File: config.mk
export PLATFORM = sky130hd
export DESIGN_NAME = cascaded_tick_timekeeper
export DESIGN_NICKNAME = d
export VERILOG_FILES = /design/src/hw/rtl/ctt_pkg.sv /design/src/hw/rtl/ctt_next.sv /design/src/hw/rtl/cascaded_tick_timekeeper.sv
export SDC_FILE = /design/constraint.sdc
export NUM_CORES = 1
export LEC_CHECK = 0
export ABC_AREA = 1
export BUFFER_PORTS_ARGS = -buffer_cell sky130_fd_sc_hd__buf_2
export CAP_MARGIN = 20
export CORE_ASPECT_RATIO = 0.5
export CORE_MARGIN = 5
export CORE_UTILIZATION = 25
export DETAILED_ROUTE_END_ITERATION = 7
export GPL_TIMING_DRIVEN = 0
export PLACE_DENSITY = 0.47
export SLEW_MARGIN = 25
export SYNTH_ARGS = -nofsm -noshare
export SYNTH_HDL_FRONTEND = slang
export SYNTH_SLANG_ARGS = --single-unit
File: constraint.sdc
create_clock -name clk -period 6 [get_ports clk]
set_clock_uncertainty 0.2 [all_clocks]
set_input_delay 1.8 -clock clk [delete_from_list [all_inputs] [get_ports clk]]
set_output_delay 1.8 -clock clk [all_outputs]
set_load 0.05 [all_outputs]
File: src/hw/rtl/ctt_pkg.sv
// ----------------------------------------------------------------------------
// ctt_pkg
// Shared types and constants for the cascaded tick timekeeper.
// ----------------------------------------------------------------------------
package ctt_pkg;

  localparam int CNT_W = 16;
  localparam int MIT_W = 7;
  localparam int TIS_W = 4;
  localparam int SIM_W = 6;
  localparam int DEB_W = 8;

  localparam logic [CNT_W-1:0] TIMEOUT_RESET = 16'd100;

  // request codes
  localparam logic REQ_TICK     = 1'b0;
  localparam logic REQ_OVERFLOW = 1'b1;

  typedef struct packed {
    logic             req_type;
    logic [CNT_W-1:0] engine_speed;
    logic             clear_force_read;
    logic             debounce_load_valid;
    logic [DEB_W-1:0] debounce_load_value;
  } item_t;

  typedef struct packed {
    logic [CNT_W-1:0] tick_count;
    logic [CNT_W-1:0] ms_count;
    logic [MIT_W-1:0] ms_in_tenth;
    logic [CNT_W-1:0] tenth_count;
    logic [TIS_W-1:0] tenths_in_second;
    logic [CNT_W-1:0] second_count;
    logic [SIM_W-1:0] seconds_in_minute;
    logic [CNT_W-1:0] minute_count;
    logic [CNT_W-1:0] timeout_count;
    logic             force_flag;
    logic             prime_flag;
    logic             pump_level;
    logic [DEB_W-1:0] debounce_count;
    logic [CNT_W-1:0] overflow_count;
  } state_t;

  localparam state_t STATE_RESET = '{
    tick_count:        '0,
    ms_count:          '0,
    ms_in_tenth:       '0,
    tenth_count:       '0,
    tenths_in_second:  '0,
    second_count:      '0,
    seconds_in_minute: '0,
    minute_count:      '0,
    timeout_count:     '0,
    force_flag:        1'b0,
    prime_flag:        1'b1,
    pump_level:        1'b1,
    debounce_count:    '0,
    overflow_count:    '0
  };

endpackage

File: src/hw/rtl/ctt_next.sv
// ----------------------------------------------------------------------------
// ctt_next
// Next-state logic: applies one word to the counter cascade and the
// millisecond, tenth and second tasks.
// ----------------------------------------------------------------------------
module ctt_next #(
  parameter int TICKS_PER_MS       = 8,
  parameter int MS_PER_TENTH       = 100,
  parameter int TENTHS_PER_SECOND  = 10,
  parameter int SECONDS_PER_MINUTE = 60,
  parameter int PRIME_SECONDS      = 4,
  parameter int PHASE_W            = 3
) (
  input  ctt_pkg::state_t          cur,
  input  logic [PHASE_W-1:0]       phase,
  input  ctt_pkg::item_t           item,
  input  logic [15:0]              reading_timeout,
  output ctt_pkg::state_t          nxt,
  output logic [PHASE_W-1:0]       phase_next
);
  import ctt_pkg::*;

  logic             running;
  logic             milli;
  logic             tenth;
  logic             second;
  logic [PHASE_W:0] phase_inc;
  logic [CNT_W-1:0] to_inc;
  logic [MIT_W-1:0] mit_inc;
  logic [TIS_W-1:0] tis_inc;
  logic [SIM_W-1:0] sim_inc;

  always_comb begin
    nxt        = cur;
    phase_next = phase;
    running    = |item.engine_speed;
    milli      = 1'b0;
    tenth      = 1'b0;
    second     = 1'b0;
    phase_inc  = '0;
    to_inc     = '0;
    mit_inc    = '0;
    tis_inc    = '0;
    sim_inc    = '0;

    if (item.clear_force_read) begin
      nxt.force_flag = 1'b0;
    end
    if (item.debounce_load_valid) begin
      nxt.debounce_count = item.debounce_load_value;
    end

    if (item.req_type == REQ_OVERFLOW) begin
      nxt.overflow_count = cur.overflow_count + 16'd1;
    end else begin
      nxt.tick_count = cur.tick_count + 16'd1;
      phase_inc = {1'b0, phase} + {{PHASE_W{1'b0}}, 1'b1};
      // tick count wrap lands on a multiple as well
      if (cur.tick_count == 16'hFFFF ||
          phase_inc == (PHASE_W+1)'(TICKS_PER_MS)) begin
        phase_next = '0;
      end else begin
        phase_next = phase_inc[PHASE_W-1:0];
      end
      milli = (phase_next == '0);
    end

    if (milli) begin
      nxt.ms_count    = cur.ms_count + 16'd1;
      mit_inc         = cur.ms_in_tenth + 7'd1;
      nxt.ms_in_tenth = mit_inc;
      to_inc          = cur.timeout_count + 16'd1;
      if (to_inc > reading_timeout) begin
        nxt.force_flag    = 1'b1;
        nxt.timeout_count = '0;
      end else begin
        nxt.timeout_count = to_inc;
        if (running) begin
          nxt.pump_level = 1'b1;
        end
      end
      tenth = (mit_inc >= MIT_W'(MS_PER_TENTH));
    end

    if (tenth) begin
      nxt.tenth_count = cur.tenth_count + 16'd1;
      nxt.ms_in_tenth = '0;
      tis_inc         = cur.tenths_in_second + 4'd1;
      if (nxt.debounce_count != '0) begin
        nxt.debounce_count = nxt.debounce_count - 8'd1;
      end
      if (tis_inc >= TIS_W'(TENTHS_PER_SECOND)) begin
        nxt.tenths_in_second = '0;
        second               = 1'b1;
      end else begin
        nxt.tenths_in_second = tis_inc;
      end
    end

    if (second) begin
      nxt.second_count = cur.second_count + 16'd1;
      sim_inc          = cur.seconds_in_minute + 6'd1;
      if (cur.prime_flag) begin
        if (sim_inc == SIM_W'(PRIME_SECONDS)) begin
          nxt.prime_flag = 1'b0;
          nxt.pump_level = 1'b0;
        end
      end else if (!running) begin
        nxt.pump_level = 1'b0;
      end
      if (sim_inc >= SIM_W'(SECONDS_PER_MINUTE)) begin
        nxt.minute_count      = cur.minute_count + 16'd1;
        nxt.seconds_in_minute = '0;
      end else begin
        nxt.seconds_in_minute = sim_inc;
      end
    end
  end

endmodule

File: src/hw/rtl/cascaded_tick_timekeeper.sv
// ----------------------------------------------------------------------------
// cascaded_tick_timekeeper
// Tick and timer-overflow driven time base with periodic pump, timeout and
// debounce tasks.
// ----------------------------------------------------------------------------
// usage
//   input channel: in_valid / in_stall, one word per tick or timer overflow
//   output channel: out_valid / out_stall, one result word per input word,
//   carrying the counts and flags after that word is applied
//   config: cfg_wr_en / cfg_wr_data write the reading timeout limit; the user
//   writes it only while no word is in flight, the block does not enforce it
//   pipeline: an accepted word goes from the input register to the result register
//   throughput: one word per cycle while the output is not stalled; the input
//   register feeds the next-state logic and the result register, and state
//   advances when a word moves into the result register
//   reset: counters clear, priming and pump come up on, timeout limit is 100,
//   both pipeline stages empty
//   stall: a stalled result holds; the input register still takes one more
//   word, then in_stall rises until the result is taken
// ----------------------------------------------------------------------------
module cascaded_tick_timekeeper #(
  parameter int TICKS_PER_MS       = 8,
  parameter int MS_PER_TENTH       = 100,
  parameter int TENTHS_PER_SECOND  = 10,
  parameter int SECONDS_PER_MINUTE = 60,
  parameter int PRIME_SECONDS      = 4
) (
  input  logic        clk,
  input  logic        rst,
  input  logic        in_valid,
  output logic        in_stall,
  input  logic        req_type,
  input  logic [15:0] engine_speed,
  input  logic        clear_force_read,
  input  logic        debounce_load_valid,
  input  logic [7:0]  debounce_load_value,
  input  logic        cfg_wr_en,
  input  logic [15:0] cfg_wr_data,
  output logic        out_valid,
  input  logic        out_stall,
  output logic [15:0] millis_count,
  output logic [15:0] tenths_count,
  output logic [15:0] seconds_count,
  output logic [15:0] minutes_count,
  output logic        force_read,
  output logic        pump_on,
  output logic        priming,
  output logic        debounce_busy,
  output logic [15:0] timer_extension
);
  import ctt_pkg::*;

  localparam int PHASE_W = (TICKS_PER_MS > 1) ? $clog2(TICKS_PER_MS) : 1;

  logic               s1_valid;
  item_t              s1_item;
  logic               s1_advance;
  state_t             state;
  state_t             state_next;
  logic [PHASE_W-1:0] tick_phase;
  logic [PHASE_W-1:0] tick_phase_next;
  logic [CNT_W-1:0]   reading_timeout;

  assign s1_advance = !out_valid || !out_stall;
  assign in_stall   = s1_valid && !s1_advance;

  ctt_next #(
    .TICKS_PER_MS       (TICKS_PER_MS),
    .MS_PER_TENTH       (MS_PER_TENTH),
    .TENTHS_PER_SECOND  (TENTHS_PER_SECOND),
    .SECONDS_PER_MINUTE (SECONDS_PER_MINUTE),
    .PRIME_SECONDS      (PRIME_SECONDS),
    .PHASE_W            (PHASE_W)
  ) u_next (
    .cur             (state),
    .phase           (tick_phase),
    .item            (s1_item),
    .reading_timeout (reading_timeout),
    .nxt             (state_next),
    .phase_next      (tick_phase_next)
  );

  always_ff @(posedge clk) begin
    if (rst) begin
      s1_valid        <= 1'b0;
      out_valid       <= 1'b0;
      state           <= STATE_RESET;
      tick_phase      <= '0;
      reading_timeout <= TIMEOUT_RESET;
    end else begin
      if (cfg_wr_en) begin
        reading_timeout <= cfg_wr_data;
      end
      if (!in_stall) begin
        s1_valid <= in_valid;
      end
      if (s1_advance) begin
        out_valid <= s1_valid;
      end
      if (s1_valid && s1_advance) begin
        state      <= state_next;
        tick_phase <= tick_phase_next;
      end
    end
  end

  always_ff @(posedge clk) begin
    if (in_valid && !in_stall) begin
      s1_item.req_type            <= req_type;
      s1_item.engine_speed        <= engine_speed;
      s1_item.clear_force_read    <= clear_force_read;
      s1_item.debounce_load_valid <= debounce_load_valid;
      s1_item.debounce_load_value <= debounce_load_value;
    end
    if (s1_valid && s1_advance) begin
      millis_count    <= state_next.ms_count;
      tenths_count    <= state_next.tenth_count;
      seconds_count   <= state_next.second_count;
      minutes_count   <= state_next.minute_count;
      force_read      <= state_next.force_flag;
      pump_on         <= state_next.pump_level;
      priming         <= state_next.prime_flag;
      debounce_busy   <= |state_next.debounce_count;
      timer_extension <= state_next.overflow_count;
    end
  end

endmodule

==> results.sh, run 1 <==
export IMPL_path_clk_slew_ps=60
export IMPL_row_count=61
export IMPL_clk_latency_ps=560
export IMPL_path_class="in2reg"
export IMPL_grt_start_max_net_pins=51
export IMPL_ant_nets=0
export IMPL_nets=2007
export IMPL_area_growth_pct=19.0
export IMPL_synth_fp_nets=1842
export IMPL_grt_first_pass_wirelength_um=60000
export IMPL_gp_congestion=0.844
export IMPL_grt_pass1_vias=11000
export IMPL_seq_area_frac_synth=0.473
export IMPL_setup_violations=0
export IMPL_max_slew_margin_rel=0.353
export IMPL_postLayoutCoreUtil=0.299
export IMPL_worst_hold_path_type="reg2reg"
export IMPL_hold_path_depth=2
export IMPL_cts_root_buffer="clkbuf_16"
export IMPL_rsz0062_at_grt="false"
export IMPL_die_w_um=343
export IMPL_max_cap_viol_count=0
export IMPL_power_density_nw_per_um2=269
export IMPL_place_area_um2=15500
export IMPL_cts_tree="done"
export IMPL_grt_use_met3=0.0195
export IMPL_coreArea_um2=55200
export IMPL_p_leak_nw=7.22
export IMPL_crit_required_ps=6040
export IMPL_clkSinkCount=272
export IMPL_period_share=0.746
export IMPL_worstPathMaxFanout=50
export IMPL_grt_overflow_total=0
export IMPL_use_met1=0.161
export IMPL_end_kind="register"
export IMPL_first_pass_iters=5
export IMPL_yosys_warnings=0
export IMPL_ys_seq_elements=272
export IMPL_die_y_um=176
export IMPL_yosysUniqueCellTypes=42
export IMPL_synth_area_per_cell_um2=7.85
export IMPL_die_area_um2=60500
export IMPL_finalMaxSlewViolations=0
export IMPL_peakVddDrop_mv=0.200
export IMPL_hold_viol=0
export IMPL_fin_crit_ps=4470
export IMPL_final_cell_area_um2=16500
export IMPL_drive_gt1_frac=0.125
export IMPL_wl_um=38000
export IMPL_grt_usage=0.123
export IMPL_initial_core_util=0.251
export IMPL_power_mw=4.43
export IMPL_wl_per_cell_um=14.0
export IMPL_clk_path_buf_depth=3
export IMPL_async_flop_share=0
export IMPL_antenna_found_initial=1
export IMPL_worstMarginPinSlew_ps=971
export IMPL_cts_resized_gates=0
export IMPL_hpwl_um=27900
export IMPL_drtIter0Drc=753
export IMPL_finalSetupTns_ps=0
export IMPL_arrival_ps=4520
export IMPL_post_cts_buffers=0
export IMPL_grt_util_met2=0.216
export IMPL_viasPerCell=4.30
export IMPL_num_io_pins=134
export IMPL_hold_buffers=0
export IMPL_place_port_buffers=133
export IMPL_synthCells=1763
export IMPL_drcViolationCount=0
export IMPL_r2r_cells=19
export IMPL_antenna_cells=0
export IMPL_max_freq_mhz=224
export IMPL_netlist_area_um2=13800
export IMPL_vias=11600
export IMPL_h_tree_depth=1
export IMPL_cp_start_kind="primary input"
export IMPL_synth_edf_count=111
export IMPL_status="complete, no violations"
export IMPL_grt_busiest_layer="met2"
export IMPL_cts_buffers=29
export IMPL_yosys_most_used_dff="dfxtp_1"
## power by group
| part | switching [mW] | internal (mW) | total, mW |
|---|---|---|---|
| Combinational | 0.359 | 0.131 | 0.491 |
| Clock | 0.784 | 1.08 | 1.87 |
| Sequential | 0.0506 | 2.03 | 2.08 |
| Total | 1.19 | 3.24 | 4.43 |
## state kept, by name, indices dropped and copies added, names as in the netlist, 3 cells and up
register,flops
millis_count,16
minutes_count,16
reading_timeout,16
s1_item,27
seconds_count,16
state,140
tenths_count,16
tick_phase,3
timer_extension,16
## cell families after synthesis
logic type | after synthesis | share of synthesized area
adders and majority gates | 31 | 0.0280
AOI/OAI and AO/OA | 300 | 0.111
DFF | 272 | 0.473
and+or+nand+nor | 720 | 0.228
buffers and inverters | 351 | 0.102
xor gates and xnor gates | 89 | 0.0568
## metal layers
metal	up-vias	wire [µm]
li1	6040	-
met1	5379	17400
met2	174	18500
met3	44	1430
met4	2	625
met5	-	13
## synthesized netlist by cell type, types with 2 or more instances
master	n	area (µm²)
ha_1	31	388
inv_1	282	1060
a21oi_1	142	711
buf_12	3	60.1
nand3b_1	8	60.1
o21a_1	2	15.0
nor3b_1	2	15.0
nor4_1	9	56.3
nor2_4	2	22.5
o21ai_0	133	666
nand2_1	369	1390
edfxtp_1	111	3330
buf_6	2	22.5
o211ai_1	3	22.5
buf_4	6	45.0
nor2_1	114	428
xor2_1	79	692
inv_2	3	11.3
nand2_2	25	156
buf_2	12	60.1
dfxtp_1	161	3220
clkbuf_1	39	146
nor3_1	42	210
nand4_1	21	131
clkinv_1	3	11.3
o21ai_1	13	65.1
nand3_1	122	611
xnor2_1	9	78.8
nor2_8	2	40.0
## layout make-up
type                       instances  area, µm²
clock inverter                    21        221
timing repair buffer             134        693
buffer                            63        342
multi-input combinational       1140       5870
fill                            6008      38700
inverter                         288       1080
sequential                       272       6560
clock buffer                      33        761
tap                              756        946
## metrics by stage
| stage | hold WS, ps | setup slack (ps) | std cells |
|---|---|---|---|
| 3_3_place_gp | 251 | -2150 | 2652 |
| 5_1_grt | 287 | 1390 | 2707 |
| 4_1_cts | 269 | 1510 | 2707 |
| 3_5_place_dp | 259 | 904 | 2653 |
| 6_report | 263 | 1530 | 2707 |
| 2_1_floorplan | 235 | 271 | 1763 |
## cells in the final DEF (no fill, tap or decap), types with 3 or more instances in the layout
cell / Yosys / routed
nand2_2: 25 / 25
ha_1: 31 / 31
o21ai_1: 13 / 13
o211ai_1: 3 / 3
xnor2_1: 9 / 9
inv_2: 3 / 4
buf_12: 3 / 3
clkinv_2: 0 / 3
clkinv_1: 3 / 8
edfxtp_1: 111 / 111
nor4_1: 9 / 9
nor3_1: 42 / 42
clkbuf_16: 0 / 29
bufinv_16: 0 / 4
nand3_1: 122 / 122
nand3b_1: 8 / 8
xor2_1: 79 / 79
a21oi_1: 142 / 142
nand4_1: 21 / 21
nand2_1: 369 / 369
nor2_1: 114 / 114
buf_4: 6 / 6
clkbuf_1: 39 / 40
inv_1: 282 / 281
dfxtp_1: 161 / 161
buf_2: 12 / 145
clkinvlp_4: 0 / 3
o21ai_0: 133 / 133
clkinv_4: 0 / 3
## worst max-delay path: stages
cell and delay, ps:
buf_2 100, nand2_1 90, nand2_1 160, buf_2 260
clkinv_1 220, clkbuf_1 760, clkbuf_4 760, buf_16 330
## worst paths after layout
kind                        from             endpoint  slack (ps)
max                    out_stall     minutes_count[3]        1530
max reg2reg            state[27]            state[40]        2080
min          reading_timeout[15]  reading_timeout[15]         260
min reg2reg  reading_timeout[15]  reading_timeout[15]         260
Note: power is estimated with default switching activity, not from simulation.
==> run 2: changes to the inputs <==
--- a/config.mk
+++ b/config.mk
@@ -5,7 +5,7 @@
 export SDC_FILE = /design/constraint.sdc
 export NUM_CORES = 1
 export LEC_CHECK = 0
-export ABC_AREA = 1
+export ABC_AREA = 0
 export BUFFER_PORTS_ARGS = -buffer_cell sky130_fd_sc_hd__buf_2
 export CAP_MARGIN = 20
 export CORE_ASPECT_RATIO = 0.5
@@ -13,7 +13,7 @@
 export CORE_UTILIZATION = 25
 export DETAILED_ROUTE_END_ITERATION = 7
 export GPL_TIMING_DRIVEN = 0
-export PLACE_DENSITY = 0.47
+export PLACE_DENSITY = 0.48
 export SLEW_MARGIN = 25
 export SYNTH_ARGS = -nofsm -noshare
 export SYNTH_HDL_FRONTEND = slang
==> constraint.sdc (replaced) <==
create_clock -name clk -period 4.15 [get_ports clk]
set_clock_uncertainty 0.2 [all_clocks]
set_input_delay 1.245 -clock clk [delete_from_list [all_inputs] [get_ports clk]]
set_output_delay 1.245 -clock clk [all_outputs]
set_load 0.05 [all_outputs]
==> results.sh, run 2 <==
export IMPL_status="complete, no violations"
export IMPL_power_mw=5.87
export IMPL_cpLargestDelayFamily="simple AND/OR/NAND/NOR gates"
export IMPL_hold_path_depth=2
export IMPL_end_kind="register"
export IMPL_grt_first_pass_wirelength_um=53300
export IMPL_cp_slowest_cell="dfxtp_1"
export IMPL_synth_top_family_by_area="simple AND/OR/NAND/NOR gates"
export IMPL_yosys_top_cells_area="edfxtp_1, dfxtp_1, xnor2_1, xor2_1, nor2_1"
export IMPL_r2r_start="state[27]"
export IMPL_synth_top_cells_by_count="dfxtp_1, nor2_1, nand2_1, edfxtp_1, xnor2_1"
export IMPL_max_freq_mhz=257
export IMPL_coreArea_um2=50100
export IMPL_clk_path_buf_depth=3
export IMPL_yosys_area_share_adder=0.0308
export IMPL_regToRegEndpoint="force_read"
export IMPL_grt_overflow_total=0
export IMPL_yosys_warnings=0
export IMPL_setup_violations=0
export IMPL_num_io_pins=134
export IMPL_arrival_ps=4020
export IMPL_ant_nets=0
export IMPL_antenna_found_initial=1
export IMPL_reg_largest_list="state x140, s1_item x27"
export IMPL_drcViolationCount=0
export IMPL_largest_register="state"
export IMPL_die_area_um2=55300
export IMPL_viasPerCell=4.49
export IMPL_final_cell_mix="dfxtp_1, nor2_1, buf_2, nand2_1, edfxtp_1"
export IMPL_grt_pass1_vias=9317
export IMPL_reg2reg_slack_ps=260
export IMPL_antenna_cells=0
export IMPL_cts_buffers=29
export IMPL_yosysUniqueCellTypes=61
export IMPL_power_density_nw_per_um2=387
export IMPL_synth_area_per_cell_um2=9.87
export IMPL_die_y_um=169
export IMPL_finalMaxSlewViolations=0
export IMPL_cp_start_kind="register"
export IMPL_clkSinkCount=272
export IMPL_synthCells=1277
export IMPL_fin_ws_ps=255
export IMPL_first_pass_iters=5
export IMPL_path_clk_slew_ps=60
export IMPL_post_cts_buffers=0
export IMPL_path_class="reg2reg"
export IMPL_largest_reg_flops=140
export IMPL_yosysTopAreaCellShare=0.265
export IMPL_slowest_delay_ps=410
export IMPL_yosys_most_used_dff="dfxtp_1"
export IMPL_clk_latency_ps=580
export IMPL_synth_fp_nets=1356
export IMPL_initial_core_util=0.252
export IMPL_place_area_um2=14200
export IMPL_vias=9543
export IMPL_worst_path_stages=14
export IMPL_h_tree_depth=1
export IMPL_yosysMostFrequentCell="dfxtp_1"
export IMPL_place_port_buffers=132
export IMPL_drtIter0Drc=487
export IMPL_worstMarginPinSlew_ps=946
export IMPL_period_share=0.939
export IMPL_p_leak_nw=5.53
export IMPL_cts_root_buffer="clkbuf_16"
export IMPL_hpwl_um=24100
export IMPL_mostFrequentLayoutCell="dfxtp_1"
export IMPL_synth_compound_area_frac=0.0749
export IMPL_hold_viol=0
export IMPL_final_cell_area_um2=15200
export IMPL_dp_slack_ps=-595
export IMPL_synth_mux_area_frac=0.0230
export IMPL_max_slew_margin_rel=0.365
export IMPL_hold_path_end="state[16]"
export IMPL_postLayoutCoreUtil=0.303
export IMPL_peakVddDrop_mv=0.286
export IMPL_drive_gt1_frac=0.155
export IMPL_gp_congestion=0.815
export IMPL_grt_usage=0.119
export IMPL_netlist_area_um2=12600
export IMPL_rsz0062_at_grt="true"
export IMPL_synth_edf_count=111
export IMPL_die_w_um=328
export IMPL_row_count=58
export IMPL_async_flop_share=0
export IMPL_worst_hold_path_type="reg2reg"
export IMPL_seq_area_frac_synth=0.520
export IMPL_worstPathMaxFanout=10
export IMPL_cts_tree="done"
export IMPL_synth_simple_area_share=0.208
export IMPL_cp_num_buf_inv=1
export IMPL_fin_crit_ps=3890
export IMPL_max_cap_viol_count=0
export IMPL_wl_um=33500
export IMPL_synth_xor_area_frac=0.117
export IMPL_area_growth_pct=20.5
export IMPL_nets=1520
export IMPL_path_cells="ha_1 -> nand3_1 -> nor2_2 -> and3_1 -> nand3_1 -> xnor2_2 -> ha_1 -> a21o_1 -> a21oi_1 -> o22ai_1 -> a2111oi_4 -> clkbuf_4 -> nor2_1 -> a22o_1"
export IMPL_hp_start="state[16]"
export IMPL_yosysTopAreaCell="edfxtp_1"
export IMPL_ys_seq_elements=272
export IMPL_hold_worst_slack_ps=260
export IMPL_r2r_cells=14
export IMPL_crit_required_ps=4270
export IMPL_grt_start_max_net_pins=51
export IMPL_wl_per_cell_um=15.8
run 2: worst max path at each step:
stage	startpoint	end	slack, ps
2_1_floorplan	out_stall	debounce_busy	280
4_1_cts	state[27]	force_read	40
5_1_grt	state[101]	minutes_count[10]	-0.007
3_3_place_gp	out_stall	state[16]	-1280
6_report	state[27]	force_read	260
3_5_place_dp	state[27]	force_read	-590
run 2: per-stage QoR:
stage	cells	TNS [ps]
finish	2124	0
global route	2124	-0.00666
detailed placement	2071	-10400
global placement	2069	-127460
CTS	2125	0
floorplan	1277	0
run 2: metal layers:
layer	up-vias	wire length [µm]	global-route usage
li1	4851	-	-
met1	4534	16100	0.164
met2	108	15700	0.202
met3	48	859	0.0151
met4	2	781	0.0272
met5	-	12	0
run 2: cell type report:
type	instances	area (µm²)
Buffer	60	249
Clock buffer	39	807
Clock inverter	15	128
Fill cell	5290	34900
Inverter	26	97.6
Multi-Input combinational cell	918	5800
Sequential cell	272	6560
Tap cell	660	826
Timing Repair Buffer	134	716
run 2: cells by family after synthesis:
family | count (synthesis)
AND/OR/NAND/NOR | 541
flip-flops | 272
XOR/XNOR | 168
AO/OA/AOI/OAI | 150
buffers and inverters | 87
adder cells (fa/ha/maj) | 31
multiplexers | 28
run 2: repair_timing:
item / CTS / global route
endpoints found under the setup margin: 20 / 26
hold buffers: 0 / 0
pin swaps: 1 / 0
resized for setup: 7 / 8
run 2: tightest hold or removal path, stage by stage, from the launching register on:
cell and delay (ps):
dfxtp_1 310, nand2_1 50, a21oi_1 50
run 2: where the power goes:
part | internal (mW) | switching, mW | total, mW | leakage (nW)
clock network | 1.44 | 1.12 | 2.56 | 0.465
logic | 0.100 | 0.325 | 0.426 | 2.76
registers | 2.85 | 0.0320 | 2.88 | 2.30
==> run 3: changes to the inputs <==
==> constraint.sdc (replaced) <==
create_clock -name clk -period 5 [get_ports clk]
set_clock_uncertainty 0.2 [all_clocks]
set_input_delay 1.5 -clock clk [delete_from_list [all_inputs] [get_ports clk]]
set_output_delay 1.5 -clock clk [all_outputs]
set_load 0.05 [all_outputs]
==> results.sh, run 3 (same netlist as run 2, synthesis figures left out) <==
export IMPL_dp_slack_ps=255
export IMPL_path_clk_slew_ps=70
export IMPL_worstMarginPinSlew_ps=1010
export IMPL_coreArea_um2=50100
export IMPL_hold_worst_slack_ps=260
export IMPL_r2r_cells=15
export IMPL_nets=1521
export IMPL_p_leak_nw=5.51
export IMPL_initial_core_util=0.252
export IMPL_period_share=0.914
export IMPL_grt_start_max_net_pins=51
export IMPL_status="complete, no violations"
export IMPL_vias=9554
export IMPL_grt_usage=0.119
export IMPL_die_area_um2=55300
export IMPL_path_cells="ha_1 -> nand3_1 -> nor2_1 -> and3_1 -> clkbuf_1 -> nand3_1 -> xnor2_1 -> ha_1 -> a21o_1 -> a21oi_1 -> o22ai_1 -> a2111oi_1 -> clkbuf_1 -> o21ai_0 -> a21oi_1"
export IMPL_final_cell_mix="dfxtp_1, nor2_1, buf_2, nand2_1, edfxtp_1"
export IMPL_cp_num_buf_inv=2
export IMPL_mostFrequentLayoutCell="dfxtp_1"
export IMPL_hold_path_end="state[16]"
export IMPL_drtIter0Drc=507
export IMPL_cp_slowest_cell="a2111oi_1"
export IMPL_finalSetupTns_ps=0
export IMPL_finalMaxSlewViolations=0
export IMPL_die_w_um=328
export IMPL_hold_path_depth=2
export IMPL_hold_buffers=0
export IMPL_grt_pass1_vias=9315
export IMPL_hold_viol=0
export IMPL_final_cell_area_um2=15100
export IMPL_rsz0062_at_grt="false"
export IMPL_cts_resized_gates=0
export IMPL_drcViolationCount=0
export IMPL_num_io_pins=134
export IMPL_h_tree_depth=1
export IMPL_drive_gt1_frac=0.147
export IMPL_r2r_start="state[27]"
export IMPL_hp_start="state[16]"
export IMPL_hpwl_um=24100
export IMPL_regToRegEndpoint="pump_on"
export IMPL_cpLargestDelayFamily="compound AO/OA/AOI/OAI gates"
export IMPL_wl_per_cell_um=15.8
export IMPL_grt_first_pass_wirelength_um=53300
export IMPL_largest_reg_flops=140
export IMPL_cts_root_buffer="clkbuf_16"
export IMPL_cts_tree="done"
export IMPL_row_count=58
export IMPL_peakVddDrop_mv=0.238
export IMPL_end_kind="register"
export IMPL_worst_hold_path_type="reg2reg"
export IMPL_place_area_um2=14200
export IMPL_first_pass_iters=5
export IMPL_ant_nets=0
export IMPL_max_slew_margin_rel=0.319
export IMPL_cts_buffers=29
export IMPL_clkSinkCount=272
export IMPL_crit_required_ps=5220
export IMPL_clk_path_buf_depth=3
export IMPL_gp_congestion=0.815
export IMPL_wl_um=33500
export IMPL_post_cts_buffers=0
export IMPL_reg2reg_slack_ps=430
export IMPL_area_growth_pct=20.0
export IMPL_antenna_found_initial=1
export IMPL_slowest_delay_ps=650
export IMPL_arrival_ps=4790
export IMPL_clk_latency_ps=580
export IMPL_place_port_buffers=132
export IMPL_viasPerCell=4.50
export IMPL_max_freq_mhz=219
export IMPL_power_density_nw_per_um2=323
export IMPL_fin_ws_ps=432
export IMPL_grt_overflow_total=0
export IMPL_die_y_um=169
export IMPL_reg_largest_list="state x140, s1_item x27"
export IMPL_path_class="reg2reg"
export IMPL_cp_start_kind="register"
export IMPL_antenna_cells=0
export IMPL_fin_crit_ps=4570
export IMPL_setup_violations=0
export IMPL_largest_register="state"
export IMPL_max_cap_viol_count=0
export IMPL_worstPathMaxFanout=10
run 3: worst max-delay path by stage:
| stage | startpoint | cells after the start | endpoint | slack (ps) |
|---|---|---|---|---|
| after global placement | out_stall | 8 | state[16] | -690 |
| after global routing | state[27] | 15 | state[24] | 160 |
| after floorplan | out_stall | 5 | debounce_busy | 870 |
| after detailed placement | state[27] | 15 | force_read | 260 |
| after CTS | state[27] | 15 | state[24] | 240 |
| final | state[27] | 15 | pump_on | 430 |
run 3: cell type report:
cell class	count	area, µm²
multi-input combinational	918	5740
fill	5299	35000
clock buffer	39	807
inverter	26	97.6
sequential	272	6560
tap	660	826
clock inverter	15	128
buffer	61	248
timing repair buffer	134	716
run 3: where the power goes:
part           switching (mW)  internal (mW)
sequential             0.0265           2.37
combinational           0.269         0.0830
clock                   0.936           1.20
total                    1.23           3.65
run 3: through the flow:
step           utilization  power [mW]  instances
2_1_floorplan            -        2.67       1277
3_3_place_gp         0.281        2.80       2069
3_5_place_dp         0.283        2.80       2071
4_1_cts              0.301        4.97       2125
5_1_grt              0.302        5.09       2125
6_report             0.302        4.88       2125
run 3: tightest hold or removal path, delay by kind of cell, from the launching register on:
kind            cells  cell delay [ps]
simple gates        1               50
compound gates      1               50
flops               1              310
run 3: per-layer routing:
| metal | GRT usage | vias to the layer above | part of all wire |
|---|---|---|---|
| li1 | - | 4852 | - |
| met1 | 0.164 | 4540 | 0.48 |
| met2 | 0.202 | 114 | 0.47 |
| met3 | 0.0151 | 46 | 0.027 |
| met4 | 0.0272 | 2 | 0.023 |
| met5 | 0 | - | 0.00036 |
